### config.mk
export PLATFORM = sky130hd
export DESIGN_NAME = traceparent_header_parser_flat
export DESIGN_NICKNAME = d
export VERILOG_FILES = /design/src/rtl/tpp_pkg.sv /design/src/rtl/tpp_if.sv /design/src/rtl/tpp_front.sv /design/src/rtl/tpp_queue.sv /design/src/rtl/tpp_back.sv /design/src/rtl/traceparent_header_parser.sv /design/src/flat_wrapper.sv
export SDC_FILE = /design/constraint.sdc
export NUM_CORES = 1
export LEC_CHECK = 0
export BUFFER_PORTS_ARGS = -buffer_cell sky130_fd_sc_hd__buf_2
export CORE_ASPECT_RATIO = 0.9
export CORE_MARGIN = 2
export CORE_UTILIZATION = 50
export CTS_BUF_LIST = sky130_fd_sc_hd__clkbuf_2 sky130_fd_sc_hd__clkbuf_4 sky130_fd_sc_hd__clkbuf_8
export CTS_CLUSTER_SIZE = 14
export DETAILED_ROUTE_END_ITERATION = 10
export PLACE_DENSITY = 0.7
export SETUP_SLACK_MARGIN = 0.15
export SYNTH_ARGS = -nofsm -noshare
export SYNTH_HDL_FRONTEND = slang
export SYNTH_SLANG_ARGS = --single-unit
### constraint.sdc
create_clock -name i_clk -period 14.15 [get_ports i_clk]
set_clock_uncertainty 0.1 [all_clocks]
set_input_delay 3.5375 -clock i_clk [delete_from_list [all_inputs] [get_ports i_clk]]
set_output_delay 3.5375 -clock i_clk [all_outputs]
set_load 0.02 [all_outputs]
### src/rtl/tpp_pkg.sv
`default_nettype none
// ----------------------------------------------------------------------------
// tpp_pkg
// Shared types, layout offsets and character codes for the traceparent
// header parser.
// ----------------------------------------------------------------------------
package tpp_pkg;

    // Character position counter, saturating one past the checked layout
    localparam int unsigned POS_W = 6;
    localparam logic [POS_W-1:0] POS_SAT      = 6'd56;
    localparam logic [POS_W-1:0] POS_VER_HI   = 6'd0;
    localparam logic [POS_W-1:0] POS_VER_LO   = 6'd1;
    localparam logic [POS_W-1:0] POS_DASH_0   = 6'd2;
    localparam logic [POS_W-1:0] POS_TID_HI_0 = 6'd3;
    localparam logic [POS_W-1:0] POS_TID_HI_1 = 6'd18;
    localparam logic [POS_W-1:0] POS_TID_LO_1 = 6'd34;
    localparam logic [POS_W-1:0] POS_DASH_1   = 6'd35;
    localparam logic [POS_W-1:0] POS_PID_0    = 6'd36;
    localparam logic [POS_W-1:0] POS_PID_1    = 6'd51;
    localparam logic [POS_W-1:0] POS_DASH_2   = 6'd52;
    localparam logic [POS_W-1:0] POS_FLG_HI   = 6'd53;
    localparam logic [POS_W-1:0] POS_FLG_LO   = 6'd54;
    localparam logic [POS_W-1:0] POS_TAIL     = 6'd55;

    // Shortest acceptable header ends on the flags low digit
    localparam logic [POS_W-1:0] POS_LEN_MIN  = POS_FLG_LO;

    // Character codes
    localparam logic [7:0] CH_DASH  = 8'h2D;
    localparam logic [7:0] CH_ZERO  = 8'h30;
    localparam logic [7:0] CH_NINE  = 8'h39;
    localparam logic [7:0] CH_LOW_A = 8'h61;
    localparam logic [7:0] CH_LOW_F = 8'h66;

    // Version codes
    localparam logic [7:0] VER_ZERO = 8'h00;
    localparam logic [7:0] VER_BAD  = 8'hFF;

    // Queue depth between front and back
    localparam int unsigned Q_DEPTH = 2;
    localparam int unsigned Q_IDX_W = $clog2(Q_DEPTH);
    localparam int unsigned Q_CNT_W = $clog2(Q_DEPTH + 1);

    // What the back end does with one character
    typedef enum logic [3:0] {
        OP_NIB,      // keep high digit of version or flags
        OP_VER,      // complete version byte
        OP_FLAGS,    // complete flags byte
        OP_DASH,     // separator check
        OP_TID_HI,   // shift into upper trace id half
        OP_TID_LO,   // shift into lower trace id half
        OP_PID,      // shift into parent id
        OP_TAIL,     // character after the flags
        OP_SKIP      // past the layout, ignored
    } t_op;

    // Classified character handed from front to back
    typedef struct packed {
        t_op        op;
        logic [3:0] digit;    // hex value, zero when not a digit
        logic       bad;      // not a lower-case hex digit
        logic       dash;     // character is '-'
        logic       len_ok;   // header reached minimum length here
        logic       last;     // final character of the header
    } t_item;

    // Decode one character as lower-case hex; bit 4 set means not a digit
    function automatic logic [4:0] hex_value(input logic [7:0] c);
        logic [7:0] d;
        d = 8'd0;
        if (c >= CH_ZERO && c <= CH_NINE) begin
            d = c - CH_ZERO;
            return {1'b0, d[3:0]};
        end
        if (c >= CH_LOW_A && c <= CH_LOW_F) begin
            d = c - CH_LOW_A + 8'd10;
            return {1'b0, d[3:0]};
        end
        return 5'h10;
    endfunction

endpackage
`default_nettype wire

### src/rtl/tpp_if.sv
`default_nettype none
// ----------------------------------------------------------------------------
// tpp_if
// Valid/ready channels for header characters and parse results.
// ----------------------------------------------------------------------------
interface tpp_char_if;
    logic       valid;
    logic       ready;
    logic [7:0] char_in;
    logic       is_last;

    modport source (output valid, char_in, is_last, input ready);
    modport sink   (input valid, char_in, is_last, output ready);
endinterface

interface tpp_result_if;
    logic        valid;
    logic        ready;
    logic        header_ok;
    logic [63:0] trace_id_high;
    logic [63:0] trace_id_low;
    logic [63:0] parent_id;
    logic [7:0]  flags_byte;

    modport source (output valid, header_ok, trace_id_high, trace_id_low, parent_id,
                    flags_byte, input ready);
    modport sink   (input valid, header_ok, trace_id_high, trace_id_low, parent_id,
                    flags_byte, output ready);
endinterface
`default_nettype wire

### src/rtl/tpp_front.sv
`default_nettype none
// ----------------------------------------------------------------------------
// tpp_front
// Accepts header characters, tracks the position in the layout and
// classifies each character for the back end.
// ----------------------------------------------------------------------------
module tpp_front (
    input  wire logic          i_clk,
    input  wire logic          i_rst_n,
    tpp_char_if.sink           i_in,
    input  wire logic          i_full,
    output logic               o_push,
    output tpp_pkg::t_item     o_item
);
    import tpp_pkg::*;

    logic [POS_W-1:0] r_pos;
    logic [POS_W-1:0] n_pos;
    logic [4:0]       hex;

    assign i_in.ready = !i_full;
    assign o_push     = i_in.valid && !i_full;
    assign hex        = hex_value(i_in.char_in);

    // Classify the character by its position
    always_comb begin
        o_item.digit  = hex[4] ? 4'd0 : hex[3:0];
        o_item.bad    = hex[4];
        o_item.dash   = (i_in.char_in == CH_DASH);
        o_item.len_ok = (r_pos >= POS_LEN_MIN);
        o_item.last   = i_in.is_last;
        priority if (r_pos >= POS_SAT) begin
            o_item.op = OP_SKIP;
        end else if (r_pos == POS_VER_HI || r_pos == POS_FLG_HI) begin
            o_item.op = OP_NIB;
        end else if (r_pos == POS_VER_LO) begin
            o_item.op = OP_VER;
        end else if (r_pos == POS_FLG_LO) begin
            o_item.op = OP_FLAGS;
        end else if (r_pos == POS_DASH_0 || r_pos == POS_DASH_1 || r_pos == POS_DASH_2) begin
            o_item.op = OP_DASH;
        end else if (r_pos >= POS_TID_HI_0 && r_pos <= POS_TID_HI_1) begin
            o_item.op = OP_TID_HI;
        end else if (r_pos > POS_TID_HI_1 && r_pos <= POS_TID_LO_1) begin
            o_item.op = OP_TID_LO;
        end else if (r_pos >= POS_PID_0 && r_pos <= POS_PID_1) begin
            o_item.op = OP_PID;
        end else begin
            o_item.op = OP_TAIL;
        end
    end

    // Advance the position, saturate, restart after the last character
    always_comb begin
        n_pos = r_pos;
        if (o_push) begin
            if (i_in.is_last) begin
                n_pos = '0;
            end else if (r_pos < POS_SAT) begin
                n_pos = r_pos + POS_W'(1);
            end
        end
    end

    always_ff @(posedge i_clk) begin
        if (!i_rst_n) begin
            r_pos <= '0;
        end else begin
            r_pos <= n_pos;
        end
    end

endmodule
`default_nettype wire

### src/rtl/tpp_queue.sv
`default_nettype none
// ----------------------------------------------------------------------------
// tpp_queue
// Short register queue of classified characters between front and back.
// ----------------------------------------------------------------------------
module tpp_queue (
    input  wire logic          i_clk,
    input  wire logic          i_rst_n,
    input  wire logic          i_push,
    input  wire tpp_pkg::t_item i_item,
    input  wire logic          i_pop,
    output logic               o_full,
    output logic               o_valid,
    output tpp_pkg::t_item     o_item
);
    import tpp_pkg::*;

    t_item              r_slot [Q_DEPTH];
    logic [Q_IDX_W-1:0] r_wr;
    logic [Q_IDX_W-1:0] r_rd;
    logic [Q_CNT_W-1:0] r_count;

    assign o_full  = (r_count == Q_CNT_W'(Q_DEPTH));
    assign o_valid = (r_count != '0);
    assign o_item  = r_slot[r_rd];

    // Store the beat on push
    always_ff @(posedge i_clk) begin
        if (i_push) begin
            r_slot[r_wr] <= i_item;
        end
    end

    // Advance pointers and occupancy
    always_ff @(posedge i_clk) begin
        if (!i_rst_n) begin
            r_wr    <= '0;
            r_rd    <= '0;
            r_count <= '0;
        end else begin
            if (i_push) begin
                r_wr <= (r_wr == Q_IDX_W'(Q_DEPTH - 1)) ? '0 : r_wr + Q_IDX_W'(1);
            end
            if (i_pop) begin
                r_rd <= (r_rd == Q_IDX_W'(Q_DEPTH - 1)) ? '0 : r_rd + Q_IDX_W'(1);
            end
            if (i_push && !i_pop) begin
                r_count <= r_count + Q_CNT_W'(1);
            end else if (i_pop && !i_push) begin
                r_count <= r_count - Q_CNT_W'(1);
            end
        end
    end

endmodule
`default_nettype wire

### src/rtl/tpp_back.sv
`default_nettype none
// ----------------------------------------------------------------------------
// tpp_back
// Decodes classified characters into version, ids and flags, checks the
// header and holds the result in an output register.
// ----------------------------------------------------------------------------
module tpp_back (
    input  wire logic          i_clk,
    input  wire logic          i_rst_n,
    input  wire logic          i_valid,
    input  wire tpp_pkg::t_item i_item,
    output logic               o_pop,
    tpp_result_if.source       o_out
);
    import tpp_pkg::*;

    logic [7:0]  r_version, n_version;
    logic [63:0] r_tid_hi,  n_tid_hi;
    logic [63:0] r_tid_lo,  n_tid_lo;
    logic [63:0] r_pid,     n_pid;
    logic [7:0]  r_flags,   n_flags;
    logic [3:0]  r_nib,     n_nib;
    logic        r_err,     n_err;
    logic        ok;

    logic        r_out_valid;
    logic        r_ok;
    logic [63:0] r_out_tid_hi;
    logic [63:0] r_out_tid_lo;
    logic [63:0] r_out_pid;
    logic [7:0]  r_out_flags;

    // Take a beat when the output register is free or draining
    assign o_pop = i_valid && (!r_out_valid || o_out.ready);

    // Apply one character to the decode state
    always_comb begin
        n_version = r_version;
        n_tid_hi  = r_tid_hi;
        n_tid_lo  = r_tid_lo;
        n_pid     = r_pid;
        n_flags   = r_flags;
        n_nib     = r_nib;
        n_err     = r_err;
        unique case (i_item.op)
            OP_NIB: begin
                n_nib = i_item.digit;
                n_err = r_err | i_item.bad;
            end
            OP_VER: begin
                n_version = {r_nib, i_item.digit};
                n_err     = r_err | i_item.bad;
            end
            OP_FLAGS: begin
                n_flags = {r_nib, i_item.digit};
                n_err   = r_err | i_item.bad;
            end
            OP_DASH: begin
                n_err = r_err | !i_item.dash;
            end
            OP_TID_HI: begin
                n_tid_hi = {r_tid_hi[59:0], i_item.digit};
                n_err    = r_err | i_item.bad;
            end
            OP_TID_LO: begin
                n_tid_lo = {r_tid_lo[59:0], i_item.digit};
                n_err    = r_err | i_item.bad;
            end
            OP_PID: begin
                n_pid = {r_pid[59:0], i_item.digit};
                n_err = r_err | i_item.bad;
            end
            OP_TAIL: begin
                // version 00 stops at the flags; later ones need a dash
                n_err = r_err | (r_version == VER_ZERO) | !i_item.dash;
            end
            OP_SKIP: begin
            end
            default: begin
            end
        endcase
        ok = !n_err && i_item.len_ok && (n_version != VER_BAD)
            && ((n_tid_hi | n_tid_lo) != 64'd0) && (n_pid != 64'd0);
    end

    // Hold decode state; clear the error flag between headers
    always_ff @(posedge i_clk) begin
        if (o_pop) begin
            r_version <= n_version;
            r_tid_hi  <= n_tid_hi;
            r_tid_lo  <= n_tid_lo;
            r_pid     <= n_pid;
            r_flags   <= n_flags;
            r_nib     <= n_nib;
        end
    end

    always_ff @(posedge i_clk) begin
        if (!i_rst_n) begin
            r_err <= 1'b0;
        end else if (o_pop) begin
            r_err <= i_item.last ? 1'b0 : n_err;
        end
    end

    // Load the result on the last character; drop fields of a rejected header
    always_ff @(posedge i_clk) begin
        if (o_pop && i_item.last) begin
            r_ok         <= ok;
            r_out_tid_hi <= ok ? n_tid_hi : 64'd0;
            r_out_tid_lo <= ok ? n_tid_lo : 64'd0;
            r_out_pid    <= ok ? n_pid : 64'd0;
            r_out_flags  <= ok ? n_flags : 8'd0;
        end
    end

    always_ff @(posedge i_clk) begin
        if (!i_rst_n) begin
            r_out_valid <= 1'b0;
        end else if (o_pop && i_item.last) begin
            r_out_valid <= 1'b1;
        end else if (o_out.ready) begin
            r_out_valid <= 1'b0;
        end
    end

    assign o_out.valid         = r_out_valid;
    assign o_out.header_ok     = r_ok;
    assign o_out.trace_id_high = r_out_tid_hi;
    assign o_out.trace_id_low  = r_out_tid_lo;
    assign o_out.parent_id     = r_out_pid;
    assign o_out.flags_byte    = r_out_flags;

endmodule
`default_nettype wire

### src/rtl/traceparent_header_parser.sv
`default_nettype none
// Timing: the last character is written to the queue, then decoded into the
//   result register, from which the result beat is taken.
// Throughput: one character per cycle. A waiting result stalls decode; the
//   two-entry queue fills up before input ready drops.
// Reset: synchronous, active low; clears position, queue, error flag and
//   output valid. No clearing pass; ready the cycle after reset ends.
// ----------------------------------------------------------------------------
// traceparent_header_parser
// Character-serial traceparent header parser: front classifier, queue and
// back-end decoder with a registered result.
// ----------------------------------------------------------------------------
module traceparent_header_parser (
    input  wire logic     i_clk,
    input  wire logic     i_rst_n,
    tpp_char_if.sink      i_in,
    tpp_result_if.source  o_out
);
    import tpp_pkg::*;

    logic  push;
    logic  pop;
    logic  q_full;
    logic  q_valid;
    t_item front_item;
    t_item q_item;

    tpp_front u_front (
        .i_clk   (i_clk),
        .i_rst_n (i_rst_n),
        .i_in    (i_in),
        .i_full  (q_full),
        .o_push  (push),
        .o_item  (front_item)
    );

    tpp_queue u_queue (
        .i_clk   (i_clk),
        .i_rst_n (i_rst_n),
        .i_push  (push),
        .i_item  (front_item),
        .i_pop   (pop),
        .o_full  (q_full),
        .o_valid (q_valid),
        .o_item  (q_item)
    );

    tpp_back u_back (
        .i_clk   (i_clk),
        .i_rst_n (i_rst_n),
        .i_valid (q_valid),
        .i_item  (q_item),
        .o_pop   (pop),
        .o_out   (o_out)
    );

    // Back end never pops an empty queue
    a_pop_nonempty: assert property (@(posedge i_clk) disable iff (!i_rst_n)
        pop |-> q_valid)
        else $error("pop from empty queue");

    // A stalled result blocks the back end
    a_stall_blocks: assert property (@(posedge i_clk) disable iff (!i_rst_n)
        (o_out.valid && !o_out.ready) |-> !pop)
        else $error("back end advanced while result stalled");

    // Input backpressure only when the queue holds work
    a_ready_full: assert property (@(posedge i_clk) disable iff (!i_rst_n)
        !i_in.ready |-> q_valid)
        else $error("input stalled with empty queue");

    // Rejected headers carry zero fields
    a_reject_zero: assert property (@(posedge i_clk) disable iff (!i_rst_n)
        (o_out.valid && !o_out.header_ok) |-> (o_out.trace_id_high == 64'd0
            && o_out.trace_id_low == 64'd0 && o_out.parent_id == 64'd0
            && o_out.flags_byte == 8'd0))
        else $error("rejected header with nonzero fields");

endmodule
`default_nettype wire

### src/flat_wrapper.sv
// flat-port wrapper written by rule: the top's interface ports become plain ports
module traceparent_header_parser_flat import tpp_pkg::*;
  (i_clk, i_rst_n, i_in_valid, i_in_char_in, i_in_is_last, i_in_ready, o_out_valid, o_out_header_ok, o_out_trace_id_high, o_out_trace_id_low, o_out_parent_id, o_out_flags_byte, o_out_ready);
  tpp_char_if i_in_i ();
  tpp_result_if o_out_i ();
  input  wire logic i_clk;
  input  wire logic i_rst_n;
  input wire logic [$bits(i_in_i.valid)-1:0] i_in_valid;
  input wire logic [$bits(i_in_i.char_in)-1:0] i_in_char_in;
  input wire logic [$bits(i_in_i.is_last)-1:0] i_in_is_last;
  output wire logic [$bits(i_in_i.ready)-1:0] i_in_ready;
  output wire logic [$bits(o_out_i.valid)-1:0] o_out_valid;
  output wire logic [$bits(o_out_i.header_ok)-1:0] o_out_header_ok;
  output wire logic [$bits(o_out_i.trace_id_high)-1:0] o_out_trace_id_high;
  output wire logic [$bits(o_out_i.trace_id_low)-1:0] o_out_trace_id_low;
  output wire logic [$bits(o_out_i.parent_id)-1:0] o_out_parent_id;
  output wire logic [$bits(o_out_i.flags_byte)-1:0] o_out_flags_byte;
  input wire logic [$bits(o_out_i.ready)-1:0] o_out_ready;
  assign i_in_i.valid = i_in_valid;
  assign i_in_i.char_in = i_in_char_in;
  assign i_in_i.is_last = i_in_is_last;
  assign i_in_ready = i_in_i.ready;
  assign o_out_valid = o_out_i.valid;
  assign o_out_header_ok = o_out_i.header_ok;
  assign o_out_trace_id_high = o_out_i.trace_id_high;
  assign o_out_trace_id_low = o_out_i.trace_id_low;
  assign o_out_parent_id = o_out_i.parent_id;
  assign o_out_flags_byte = o_out_i.flags_byte;
  assign o_out_i.ready = o_out_ready;
  traceparent_header_parser u_core (.i_clk(i_clk), .i_rst_n(i_rst_n), .i_in(i_in_i), .o_out(o_out_i));
endmodule
==> results of run 1 <==
flip-flops by register name, indices dropped and copies added (netlist names), 8 cells and up, named ones only:
register and cells:
u_core.u_back.o_out.parent_id 64, u_core.u_back.o_out.trace_id_high 64, u_core.u_back.o_out.trace_id_low 64, u_core.u_back.r_pid 64, u_core.u_back.r_tid_hi 64, u_core.u_back.r_tid_lo 64, u_core.u_queue.r_slot 24, u_core.u_back.o_out.flags_byte 8
u_core.u_back.r_flags 8, u_core.u_back.r_version 8
per-layer routing:
metal  track usage  share of wire  up-vias
li1              -              -     5356
met1        0.2957           0.46     5577
met2        0.3097           0.46      331
met3       0.04395          0.055       78
met4       0.06819          0.025        0
met5             0              0        -
through the flow:
| step | worst slack [ps] | area [um2] | power, W |
|---|---|---|---|
| 5_1_grt | 8276 | 21890 | 0.005577 |
| 3_5_place_dp | 7827 | 20530 | 0.004253 |
| 6_report | 8421 | 21890 | 0.005285 |
| 2_1_floorplan | 850.5 | 19060 | 0.003767 |
| 4_1_cts | 8495 | 21890 | 0.005331 |
| 3_3_place_gp | 7854 | 20530 | 0.004208 |
layout make-up:
| cell class | count | area, um2 | area share |
|---|---|---|---|
| Clock buffer | 93 | 1167 | 0.05334 |
| Multi-Input combinational cell | 743 | 5325 | 0.2433 |
| Sequential cell | 450 | 13380 | 0.6115 |
| Timing Repair Buffer | 226 | 1159 | 0.05294 |
| Inverter | 15 | 63.81 | 0.002916 |
| Tap cell | 483 | 604.3 | 0.02761 |
| Clock inverter | 34 | 183.9 | 0.008404 |
cells by family after synthesis:
| family | Yosys count |
|---|---|
| simple gates | 464 |
| buf+inv | 88 |
| flops | 450 |
| fa+ha+maj | 9 |
| xor+xnor | 6 |
| mux | 203 |
| compound gates | 61 |
worst max-delay path, cell delays in order:
cell and delay (ps):
buf_2 90, nor2b_1 60, or2_2 410, inv_8 650, buf_4 920
power by group:
| part | leakage [nW] | internal [W] | switching, W |
|---|---|---|---|
| registers | 4.27 | 0.00233 | 0.000344 |
| clock network | 0.719 | 0.000558 | 0.000501 |
| logic | 3.44 | 0.000568 | 0.000986 |
Yosys cell counts, drive strengths merged (5+ instances only):
cell type  instances
nand4             13
a21oi              7
buf               18
ha                 9
nor3              23
dfxtp             13
nor2              93
nand2b             5
and2               6
inv               15
nor3b             15
o21ai             31
clkbuf            55
and3             130
nor4              44
edfxtp           437
mux2i             10
nand2             98
nand3             10
mux2             193
a31oi              5
how the worst max path moves through the flow:
stage / start / endpoint / slack [ps] / cells after the start
floorplan: o_out_ready / u_core.u_back.o_out.flags_byte[0]$_SDFFCE_PN0P_ / 850 / 4
global placement: o_out_ready / u_core.u_back.r_tid_hi[47]$_DFFE_PP_ / 7850 / 5
detailed placement: o_out_ready / u_core.u_back.r_tid_hi[47]$_DFFE_PP_ / 7830 / 5
CTS: o_out_ready / u_core.u_back.r_tid_lo[63]$_DFFE_PP_ / 8500 / 5
global route: o_out_ready / u_core.u_back.r_tid_hi[26]$_DFFE_PP_ / 8280 / 5
finish: o_out_ready / u_core.u_back.r_tid_lo[49]$_DFFE_PP_ / 8420 / 5
==> impl_metrics.tcl, run 1 <==
set metrics [dict create \
    grt_pass1_vias 11270 \
    drt_first_iter_violations 855 \
    vias 11340 \
    crit_fanout 129 \
    initial_core_util 0.5097 \
    path_clk_slew_ps 60 \
    yosysTopAreaCellShare 0.6886 \
    p_per_area_mw_per_mm2 241.5 \
    synth-seq-cells 450 \
    ctsResizeCount 0 \
    cts_tree "yes" \
    fmax_mhz 174.6 \
    slew_headroom 0.2808 \
    leakage_nw 8.431 \
    crit_type "in -> reg" \
    die_h_um 189.2 \
    dp_cells 1917 \
    yosys-top-cells-area "edfxtp_1 (69%), mux2_2 (11%), and3_1 (4.3%)" \
    synth_top_family_by_area "simple AND/OR/NAND/NOR gates" \
    vias_per_cell 5.549 \
    yosys.area.top_type "edfxtp_1" \
    drive_gt1_frac 0.3498 \
    syn_to_final_growth_pct 14.85 \
    cts.sinks 450 \
    min-delay-start "u_core.u_back.r_err$_SDFFE_PN0P_" \
    postCtsSetupRepairBufs 0 \
    layout_common_cells "edfxtp_1 (437), buf_2 (215), mux2_2 (193), and3_1 (130), nand2_1 (98)" \
    synth_cells 1281 \
    grt_max_degree 130 \
    final_util 0.5854 \
    cts_root_buf "clkbuf_8" \
    r2r_end "u_core.u_back.o_out.flags_byte[6]$_SDFFCE_PN0P_" \
    dieArea_mm2 0.03969 \
    ctsHoldBuffers 0 \
    hold_end "u_core.u_back.r_err$_SDFFE_PN0P_" \
    synth_edf_count 437 \
    place.gp.congestion 0.8149 \
    setup.worst_path.end_class "flip-flop" \
    worstPathRequired_ps 14270 \
    hold_violations 0 \
    synth_area_mm2 0.01906 \
    arrival_ps 5850 \
    rsz0062_at_grt "false" \
    peakVddDrop_uv 123.4 \
    synthDistinctLibCells 54 \
    setup_viol 0 \
    final_common_cell "edfxtp_1" \
    cts_buffer_depth 3 \
    async_flop_share 0 \
    numCtsBuffers 72 \
    grt_usage 0.2043 \
    period_share 0.4048 \
    seq_area_frac_synth 0.7023 \
    status "finished clean" \
    dr.pass1.iters 5 \
    holdWs_ps 424.0 \
    wirelength_um 40640 \
    synth_fa_ha_area_frac 0.005909 \
    rows 67 \
    drc 0 \
    synthMuxAreaShare 0.1199 \
    fin_crit_ps 5729 \
    grt_first_pass_wirelength_um 63120 \
    yosys.area_share.simple 0.1290 \
    ff2ff_setup_slack_ps 9230 \
    overflow 0 \
    synth_warnings 0 \
    min_path_cells 2 \
    dp_hpwl_um 25810 \
    maxCapViolCount 0 \
    synth_compound_area_frac 0.01937 \
    finalMaxSlewViolations 0 \
    hold_path.class "reg -> reg" \
    clock_latency_ps 620 \
    nFillCells 3007 \
    fin_cells 2044 \
    syn_area_per_cell_um2 14.88 \
    synth_xor_area_frac 0.002758 \
    tightest_slew_ps 1079 \
    cts_max_level 3 \
    io_pins 216 \
    drtAntennaViolNets 0 \
    port_buffers 215 \
    routedWlPerCell_um 19.88 \
    antenna_found_initial 0 \
    tns_ps 0 \
    die_x_um 209.8 \
    synth.net_count 1303 \
    num_antenna_cells 0 \
    crit_path_start_kind "input pin" \
    core_mm2 0.03739 \
    layout.nets 1530 \
    synth_top_flop_cell "edfxtp_1" \
    reg2reg_depth 8 \
]
Note: power is estimated with default switching activity, not from simulation.
==> run 2, diff against run 1 <==
Clock period 14.15 ns to 5.6 ns, I/O delays scaled along.
==> run 2 against run 1 <==
Effect of this change: sequential share of layout area fell by 0.64 points; power rose to 2.6 times the previous value; die area did not move; cell count rose by 0.54%; sequential power rose to 2.5 times the previous value; wire length rose by 0.63%.
==> impl_metrics.tcl, run 2 (synthesis gave the netlist of run 1 again) <==
set metrics [dict create \
    tns_ps 0 \
    wirelength_um 40890 \
    postCtsSetupRepairBufs 0 \
    arrival_ps 4760 \
    worstPathRequired_ps 5830 \
    syn_to_final_growth_pct 16.07 \
    crit_fanout 73 \
    layout_common_cells "edfxtp_1 (437), buf_2 (215), mux2_2 (193), and3_1 (130), nand2_1 (98)" \
    leakage_nw 8.524 \
    final_common_cell "edfxtp_1" \
    vias 11450 \
    period_share 0.8086 \
    cts_max_level 3 \
    p_per_area_mw_per_mm2 616.9 \
    status "finished clean" \
    grt_usage 0.2049 \
    core_mm2 0.03739 \
    overflow 0 \
    tightest_slew_ps 987.0 \
    fin_crit_ps 4528 \
    setup_viol 0 \
    peakVddDrop_uv 285.0 \
    slew_headroom 0.3327 \
    finalMaxSlewViolations 0 \
    cts.sinks 450 \
    ctsResizeCount 0 \
    holdWs_ps 417.1 \
    grt_first_pass_wirelength_um 63420 \
    vias_per_cell 5.573 \
    hold_violations 0 \
    final_util 0.5916 \
    antenna_found_initial 0 \
    grt_pass1_vias 11390 \
    grt_max_degree 146 \
    maxCapViolCount 0 \
    layout.nets 1538 \
    routedWlPerCell_um 19.90 \
    ctsHoldBuffers 0 \
    path_clk_slew_ps 60 \
    drc 0 \
    die_x_um 209.8 \
    die_h_um 189.2 \
    drtAntennaViolNets 0 \
    port_buffers 215 \
    fmax_mhz 220.8 \
    place.gp.congestion 0.8028 \
    dp_cells 1924 \
    rsz0062_at_grt "false" \
    hold_path.class "reg -> reg" \
    crit_path_start_kind "flip-flop" \
    drive_gt1_frac 0.3531 \
    setup.worst_path.end_class "flip-flop" \
    cts_root_buf "clkbuf_8" \
    fin_cells 2055 \
    num_antenna_cells 0 \
    numCtsBuffers 73 \
    dieArea_mm2 0.03969 \
    io_pins 216 \
    dp_hpwl_um 26400 \
    clock_latency_ps 630 \
    drt_first_iter_violations 895 \
    rows 67 \
    initial_core_util 0.5097 \
    cts_tree "yes" \
    dr.pass1.iters 5 \
    cts_buffer_depth 3 \
    crit_type "reg -> reg" \
]
[run 2: changes by cell type in the layout (fill, tap and decap cells not counted)]
| cell | before | now |
|---|---|---|
| clkinv_1 | 15 | 17 |
| bufinv_16 | 1 | 4 |
| buf_12 | 0 | 6 |
| clkinvlp_4 | 3 | 4 |
| clkinv_2 | 15 | 7 |
| inv_6 | 0 | 3 |
| inv_8 | 1 | 0 |
| buf_4 | 11 | 12 |
| clkbuf_8 | 75 | 74 |
| clkbuf_4 | 18 | 23 |
[run 2: metrics by stage]
step | power, W | setup WS, ps | area (um2)
after CTS | 0.01375 | 1012 | 22120
after floorplan | 0.009373 | 158.4 | 19070
final | 0.01364 | 1072 | 22120
after global placement | 0.01073 | 1209 | 20660
after detailed placement | 0.01082 | 1052 | 20660
after global routing | 0.01435 | 611.9 | 22120
[run 2: cell type report]
type	count	area (um2)
Multi-Input combinational cell	743	5325
Clock inverter	34	267.8
Sequential cell	450	13380
Clock buffer	97	1191
Fill cell	2940	15270
Inverter	15	60.06
Tap cell	483	604.3
Timing Repair Buffer	233	1286
[run 2: worst paths after layout]
| check | start | endpoint | slack, ps | cells after the start |
|---|---|---|---|---|
| max | flip-flop | u_core.u_back.o_out.parent_id[19]$_SDFFCE_PN0P_ | 1070 | 8 |
| min reg2reg | u_core.u_back.r_err$_SDFFE_PN0P_ | u_core.u_back.r_err$_SDFFE_PN0P_ | 420 | 2 |
| max reg2reg | flip-flop | u_core.u_back.o_out.parent_id[19]$_SDFFCE_PN0P_ | 1070 | 8 |
| min | u_core.u_back.r_err$_SDFFE_PN0P_ | u_core.u_back.r_err$_SDFFE_PN0P_ | 420 | 2 |
[run 2: metal layers]
metal  vias to the layer above  global-route usage  part of all wire  wire length [um]
met5                         -                   0                 0                 0
met4                         0             0.07256             0.024               996
met3                        58             0.04113             0.049              1995
met2                       313              0.3178              0.47             19330
met1                      5707              0.2902              0.45             18570
li1                       5374                   -                 -                 -
[run 2: critical path, cell delays in order (launching register included)]
cell      delay, ps
dfxtp_1         930
nor4bb_1        780
o21bai_4        440
buf_4           450
nor3_1          230
o221ai_1        210
nor4_4          280
buf_4           610
nor2_1          140
[run 2: power breakdown]
group	switching [W]	leakage, nW	internal, W	total [W]
logic	0.00253	3.49	0.00151	0.00404
registers	0.000876	4.27	0.00586	0.00674
clock network	0.00129	0.762	0.00158	0.00287
total	0.00470	8.52	0.00895	0.0136
